===== src/rtl/core/pwsc_pkg.sv =====
// Package for the waypoint steering controller: word types, fixed-point
// constants, CORDIC angle table and small arithmetic helpers.
// No dependencies.
package pwsc_pkg;

  localparam int FRAC_BITS    = 16;
  localparam int CORDIC_STEPS = 16;
  localparam int ATAN_LEN     = 24;
  localparam int NSTEPS       = (CORDIC_STEPS < ATAN_LEN) ? CORDIC_STEPS : ATAN_LEN;
  localparam int IW           = $clog2(NSTEPS);
  localparam int Q30_SH       = 30 - FRAC_BITS;
  localparam int PRE_SH       = 16;   // atan2 operand prescale (x65536)
  localparam int CW           = 54;   // CORDIC datapath width
  localparam int MW           = 34;   // multiplier operand width
  localparam int PW           = 2 * MW;
  localparam int AW           = 72;   // accumulator width

  // config register indexes
  localparam logic [3:0] REG_TARGET_X   = 4'd0;
  localparam logic [3:0] REG_TARGET_Y   = 4'd1;
  localparam logic [3:0] REG_LATERAL_KP = 4'd2;
  localparam logic [3:0] REG_LATERAL_KI = 4'd3;
  localparam logic [3:0] REG_LATERAL_KD = 4'd4;
  localparam logic [3:0] REG_HEADING_KP = 4'd5;
  localparam logic [3:0] REG_HEADING_KI = 4'd6;
  localparam logic [3:0] REG_HEADING_KD = 4'd7;

  typedef struct packed {
    logic signed [31:0] pos_x;
    logic signed [31:0] pos_y;
    logic signed [15:0] quat_x;
    logic signed [15:0] quat_y;
    logic signed [15:0] quat_z;
    logic signed [15:0] quat_w;
  } in_t;

  typedef struct packed {
    logic signed [31:0] linear_cmd;
    logic signed [31:0] angular_cmd;
    logic               stopped;
  } out_t;

  typedef enum logic {
    CM_VEC = 1'b0,
    CM_ROT = 1'b1
  } cmode_e;

  typedef struct packed {
    logic   start;
    cmode_e mode;
  } cordic_req_t;

  function automatic logic signed [63:0] from_q30(input logic signed [63:0] v);
    return (v + (64'sd1 <<< (Q30_SH - 1))) >>> Q30_SH;
  endfunction

  localparam logic signed [31:0] PI_F      = 32'(from_q30(64'sd3373259426));
  localparam logic signed [31:0] HALF_PI_F = 32'(from_q30(64'sd1686629713));
  localparam logic signed [31:0] TWO_PI_F  = 32'(from_q30(64'sd6746518852));
  localparam logic signed [CW-1:0] GAIN_Q30 = CW'(64'sd652032874);
  localparam logic signed [35:0] ONE_Q     = 36'sd1 <<< FRAC_BITS;
  localparam int DT_Q_I   = ((1 << FRAC_BITS) + 50) / 100;
  localparam int STOP_R_I = ((1 << FRAC_BITS) * 2 + 5) / 10;
  localparam logic signed [MW-1:0] DT_Q   = MW'(DT_Q_I);
  localparam logic signed [MW-1:0] DT_INV = MW'(100);
  localparam logic signed [MW-1:0] STOP_R = MW'(STOP_R_I);
  localparam logic signed [AW-1:0] STOP_R2 = AW'(STOP_R_I) * AW'(STOP_R_I);
  localparam logic signed [AW-1:0] S32_MAX = 72'sd2147483647;
  localparam logic signed [AW-1:0] S32_MIN = -72'sd2147483648;

  // arctan(2^-i) in Q.F
  function automatic logic signed [31:0] atan_f(input logic [4:0] idx);
    logic signed [63:0] v;
    unique case (idx)
      5'd0:    v = 64'sd843314857;
      5'd1:    v = 64'sd497837829;
      5'd2:    v = 64'sd263043837;
      5'd3:    v = 64'sd133525159;
      5'd4:    v = 64'sd67021687;
      5'd5:    v = 64'sd33543516;
      5'd6:    v = 64'sd16775851;
      5'd7:    v = 64'sd8388437;
      5'd8:    v = 64'sd4194283;
      5'd9:    v = 64'sd2097149;
      5'd10:   v = 64'sd1048576;
      5'd11:   v = 64'sd524288;
      5'd12:   v = 64'sd262144;
      5'd13:   v = 64'sd131072;
      5'd14:   v = 64'sd65536;
      5'd15:   v = 64'sd32768;
      5'd16:   v = 64'sd16384;
      5'd17:   v = 64'sd8192;
      5'd18:   v = 64'sd4096;
      5'd19:   v = 64'sd2048;
      5'd20:   v = 64'sd1024;
      5'd21:   v = 64'sd512;
      5'd22:   v = 64'sd256;
      5'd23:   v = 64'sd128;
      default: v = 64'sd0;
    endcase
    return 32'(from_q30(v));
  endfunction

  function automatic logic signed [33:0] wrap_pi(input logic signed [33:0] e);
    logic signed [33:0] pi34;
    logic signed [33:0] tp34;
    pi34 = 34'(PI_F);
    tp34 = 34'(TWO_PI_F);
    if (e < -pi34) begin
      return e + tp34;
    end else if (e > pi34) begin
      return e - tp34;
    end
    return e;
  endfunction

  function automatic logic signed [31:0] sat32(input logic signed [AW-1:0] v);
    if (v > S32_MAX) begin
      return 32'sh7fffffff;
    end else if (v < S32_MIN) begin
      return 32'sh80000000;
    end
    return v[31:0];
  endfunction

  // round half up and drop FRAC_BITS
  function automatic logic signed [AW-1:0] rnd_f(input logic signed [AW-1:0] v);
    return (v + (72'sd1 <<< (FRAC_BITS - 1))) >>> FRAC_BITS;
  endfunction

endpackage


===== src/rtl/core/pwsc_mul.sv =====
// Shared signed multiplier with registered product.
// Depends on pwsc_pkg.
module pwsc_mul (
  input  logic                           clk_i,
  input  logic signed [pwsc_pkg::MW-1:0] a_i,
  input  logic signed [pwsc_pkg::MW-1:0] b_i,
  output logic signed [pwsc_pkg::PW-1:0] p_o
);

  logic signed [pwsc_pkg::PW-1:0] p_q;

  always_ff @(posedge clk_i) begin
    p_q <= a_i * b_i;
  end

  assign p_o = p_q;

endmodule


===== config.mk =====
export PLATFORM = sky130hd
export DESIGN_NAME = pwsc_mul
export DESIGN_NICKNAME = d
export VERILOG_FILES = /design/src/rtl/core/pwsc_pkg.sv /design/src/rtl/core/pwsc_mul.sv
export SDC_FILE = /design/constraint.sdc
export NUM_CORES = 2
export LEC_CHECK = 0
export ABC_CLOCK_PERIOD_IN_PS = 9350
export BUFFER_PORTS_ARGS = -buffer_cell sky130_fd_sc_hd__clkbuf_2
export CAP_MARGIN = 20
export CORE_AREA = 2 2 230 322
export CTS_CLUSTER_DIAMETER = 30
export DETAILED_ROUTE_END_ITERATION = 10
export DIE_AREA = 0 0 232 324
export PLACE_DENSITY = 0.9
export SLEW_MARGIN = 15
export SYNTH_ARGS = -nofsm -noshare
export SYNTH_HDL_FRONTEND = slang
export SYNTH_SLANG_ARGS = --single-unit

===== constraint.sdc =====
create_clock -name clk_i -period 9.35 [get_ports clk_i]
set_clock_uncertainty 0.05 [all_clocks]
set_input_delay 1.87 -clock clk_i [delete_from_list [all_inputs] [get_ports clk_i]]
set_output_delay 1.87 -clock clk_i [all_outputs]
set_load 0.01 [all_outputs]

Word-level counts from Yosys, hierarchy flattened:

Index checks and enable logic that the tools add are counted.
Widths: inputs -> output; s select.

* register bits after elaboration: 68
* input bits: 69
* output and inout port bits: 68
* word-level logic and storage cells: 2

* multipliers: 1

Operators by type and width (number)
* $mul 34x34->68: 1

Depth between registers and ports, before layout:

* depth in word-level cells: 1
* gate-level depth with buffers: 31
* depth with buffers taken out: 29

Worst setup path after synthesis:

Ideal clock, no wire load.

* kind: input-to-reg
* from: in a_i[33] (netlist name)
* to: reg p_q, in the netlist p_o[65]
* library setup time: 72 ps
* data arrival time: 9288 ps
* required time: 9228 ps
* setup slack: -60 ps
* cell stages on the path: 24
* path buffers: 2
* path through: clkbuf_1 nand2_1 inv_1 fa_1 fa_1 fa_1 fa_1 inv_1 fa_1 fa_1 fa_1 fa_1 inv_1 ha_1 clkdlybuf4s50_2 nand3_1 or2_2 nor2_1 a221oi_1 o21ai_0 a31oi_2 nor2_2 o41ai_2 xnor2_1

* cells in the longest elaborated chain, start to end: 1

Ends and longest elaborated chain
* start, declared: line pwsc_mul.sv:5 `input logic signed [pwsc_pkg::MW-1:0] a_i,`
* $mul 34x34->68: line pwsc_mul.sv:13 `p_q <= a_i * b_i;`
* end signal, assigned: line pwsc_mul.sv:13
* end, declared: line pwsc_mul.sv:10 `logic signed [pwsc_pkg::PW-1:0] p_q;`

Every way passes these cells.

Final worst setup path:

* from: in b_i[13] (netlist name)
* to: reg p_q, in the netlist p_o[58]

* cells in the longest elaborated chain, start to end: 1

Ends and longest elaborated chain
* start, declared: line pwsc_mul.sv:6 `input logic signed [pwsc_pkg::MW-1:0] b_i,`
* $mul 34x34->68: line pwsc_mul.sv:13

Every way passes these cells.

==> results.toml <==
[setup_path]
critPathKind = "in -> reg"
worstPathRequired_ps = 9660
cp.arrival_ps = 9670
end_kind = "register"
path_max_fanout = 14
cp-start-kind = "input port"
cpPeakStageDelay_ps = 680
crit_slowest_cell = "fa_2"
critPathTopFamily = "adder cells"
critPathBufInv = 9

[timing]
tightest_slew_ps = 616
hold_viol_final = 0
fmax_ghz = 0.107
relSlewSlack = 0.590
fin_crit_ps = 9360
setup_viol = 1
min_period_over_period = 1.00
setup_tns_ps = -14.4
setup_ws_ps = -14.4
slew_viol_final = 0

[final_layout]
area_growth_pct = 10.2
regArea_um2 = 1360
largest_register_ffs = 68
multiInputGateArea_um2 = 36300
final_common_cell = "inv_1"
n_fill_cell = 4969
final_cell_mix = "inv_1, fa_1, and2_1"
final_nets = 6309
drive_above_1_share = 0.113
utilization = 0.655

[global_routing]
grt_use_total = 0.366
grt_pass1_wl_um = 204000
grt_pass1_vias = 38800
grt_max_degree = 35
grt.overflow.total = 0
antenna_found_initial = 12

[die]
fp-row-count = 117
die_x_um = 232
die_area_um2 = 75200
fp.coreArea_um2 = 72500
start_util = 0.594
die_y_um = 324
io_pins = 137

[clocking]
cts_tree = "yes"
cts_max_path_buffers = 2
ctsHoldBuffers = 0
path_clk_slew_ps = 80
cts-root-buf = "clkbuf_16"
cts_buffers = 9
h-tree-depth = 3
cts.sinks = 68

[run]
max-cap-violations = 0

[logic_synthesis]
postSynthNetCount = 6068
synth_ff_type = "dfxtp_1"
synth_cell_types = 69
synth-seq-cells = 68
ys_seq_area_frac = 0.0316
async_flop_share = 0
ys_warn_count = 0
synth-edff-count = 0
syn_inst = 4554
post_synth.cell_area_avg_um2 = 9.45
syn-cell-area_um2 = 43000

[routing]
routed_wirelength_um = 129000
wl_per_cell_um = 22.3
drtAntennaViolNets = 0
vias_per_cell = 5.82
via_count = 33500
first_pass_iters = 8
drtIter0Drc = 2603
route.detailed.drc = 0

[outcome]
status = "finished with violations"
violations = "setup timing"

[placed_design]
hpwl_um = 106000
place_congestion = 1.01
port_buffers = 136

[worst_hold_path]
min_to = "p_o[0]"
hp-start = "a_i[0]"
holdPathStages = 4
holdCritPathClass = "in -> reg"
-- Yosys cell counts, types with 5 or more instances --
library cell	n	area (um^2)
a21oi_1	61	305
nand4_1	11	68.8
nand2b_1	20	125
and2_1	621	3880
clkbuf_1	214	803
xor2_1	23	201
xnor2_1	56	490
nor3_1	5	25.0
o21ai_0	31	155
inv_1	1231	4620
ha_1	204	2550
o21bai_1	12	90.1
a211oi_1	6	45.0
a31oi_1	7	43.8
nor2_1	54	203
fa_1	1241	24800
nand3_1	11	55.1
nor2b_1	9	56.3
a21o_1	37	278
and3_1	5	31.3
o21ai_1	7	35.0
dfxtp_1	68	1360
nand2_1	542	2030
-- worst max path at each step --
stage	from	cells after the start	end
2_1_floorplan	a_i[33]	24	p_o[65]
3_3_place_gp	b_i[15]	30	p_o[61]
3_5_place_dp	b_i[15]	30	p_o[61]
4_1_cts	a_i[26]	25	p_o[58]
5_1_grt	b_i[13]	28	p_o[64]
6_report	b_i[13]	26	p_o[58]
-- area by class of cell --
cell class,instances,share of cell area
Multi-Input combinational cell,3026,0.766
Inverter,1232,0.0977
Timing Repair Buffer,458,0.0755
Sequential cell,68,0.0287
Tap cell,952,0.0251
Clock buffer,9,0.00475
Clock inverter,7,0.00174
Antenna cell,15,0.000791
-- cells by family (layout without fill, tap and decap cells) --
group / after synthesis / count (layout) / synth area share
AOI/OAI and AO/OA: 206 / 206 / 0.0335
xor gates and xnor gates: 79 / 79 / 0.0161
adders and majority gates: 1445 / 1445 / 0.637
buffers and inverters: 1460 / 1706 / 0.128
DFF: 68 / 68 / 0.0316
other: 0 / 15 / 0
and+or+nand+nor: 1296 / 1296 / 0.154
-- through the flow --
| step | hold slack (ps) | worst slack, ps | std cells | area [um^2] |
|---|---|---|---|---|
| floorplan | 1950 | 152 | 4554 | 43000 |
| global placement | 2210 | -466 | 5732 | 46800 |
| detailed placement | 2210 | -468 | 5732 | 46800 |
| CTS | 2040 | 7.71 | 5748 | 47100 |
| global route | 2030 | -209 | 5758 | 47400 |
| finish | 2020 | -14.4 | 5767 | 47400 |
-- worst min-delay path, cell delays in order --
cell and delay, ps:
clkbuf_2 100, buf_12 150, buf_4 190, and2_1 140
-- repair_timing --
action,CTS,global route
resized for setup,1,85
buffers inserted,0,4
setup endpoints to repair,2,34
pin swaps,0,21
-- per-layer routing --
layer	vias up	GRT usage	part of all wire
li1	13300	-	-
met5	-	0	0.000085
met3	1083	0.102	0.091
met1	16900	0.359	0.28
met4	2	0.371	0.12
met2	2312	0.608	0.50
Power is left out: the tool's default activity adds up to more than one toggle a clock period on the data nets, which glitch-free logic cannot reach.
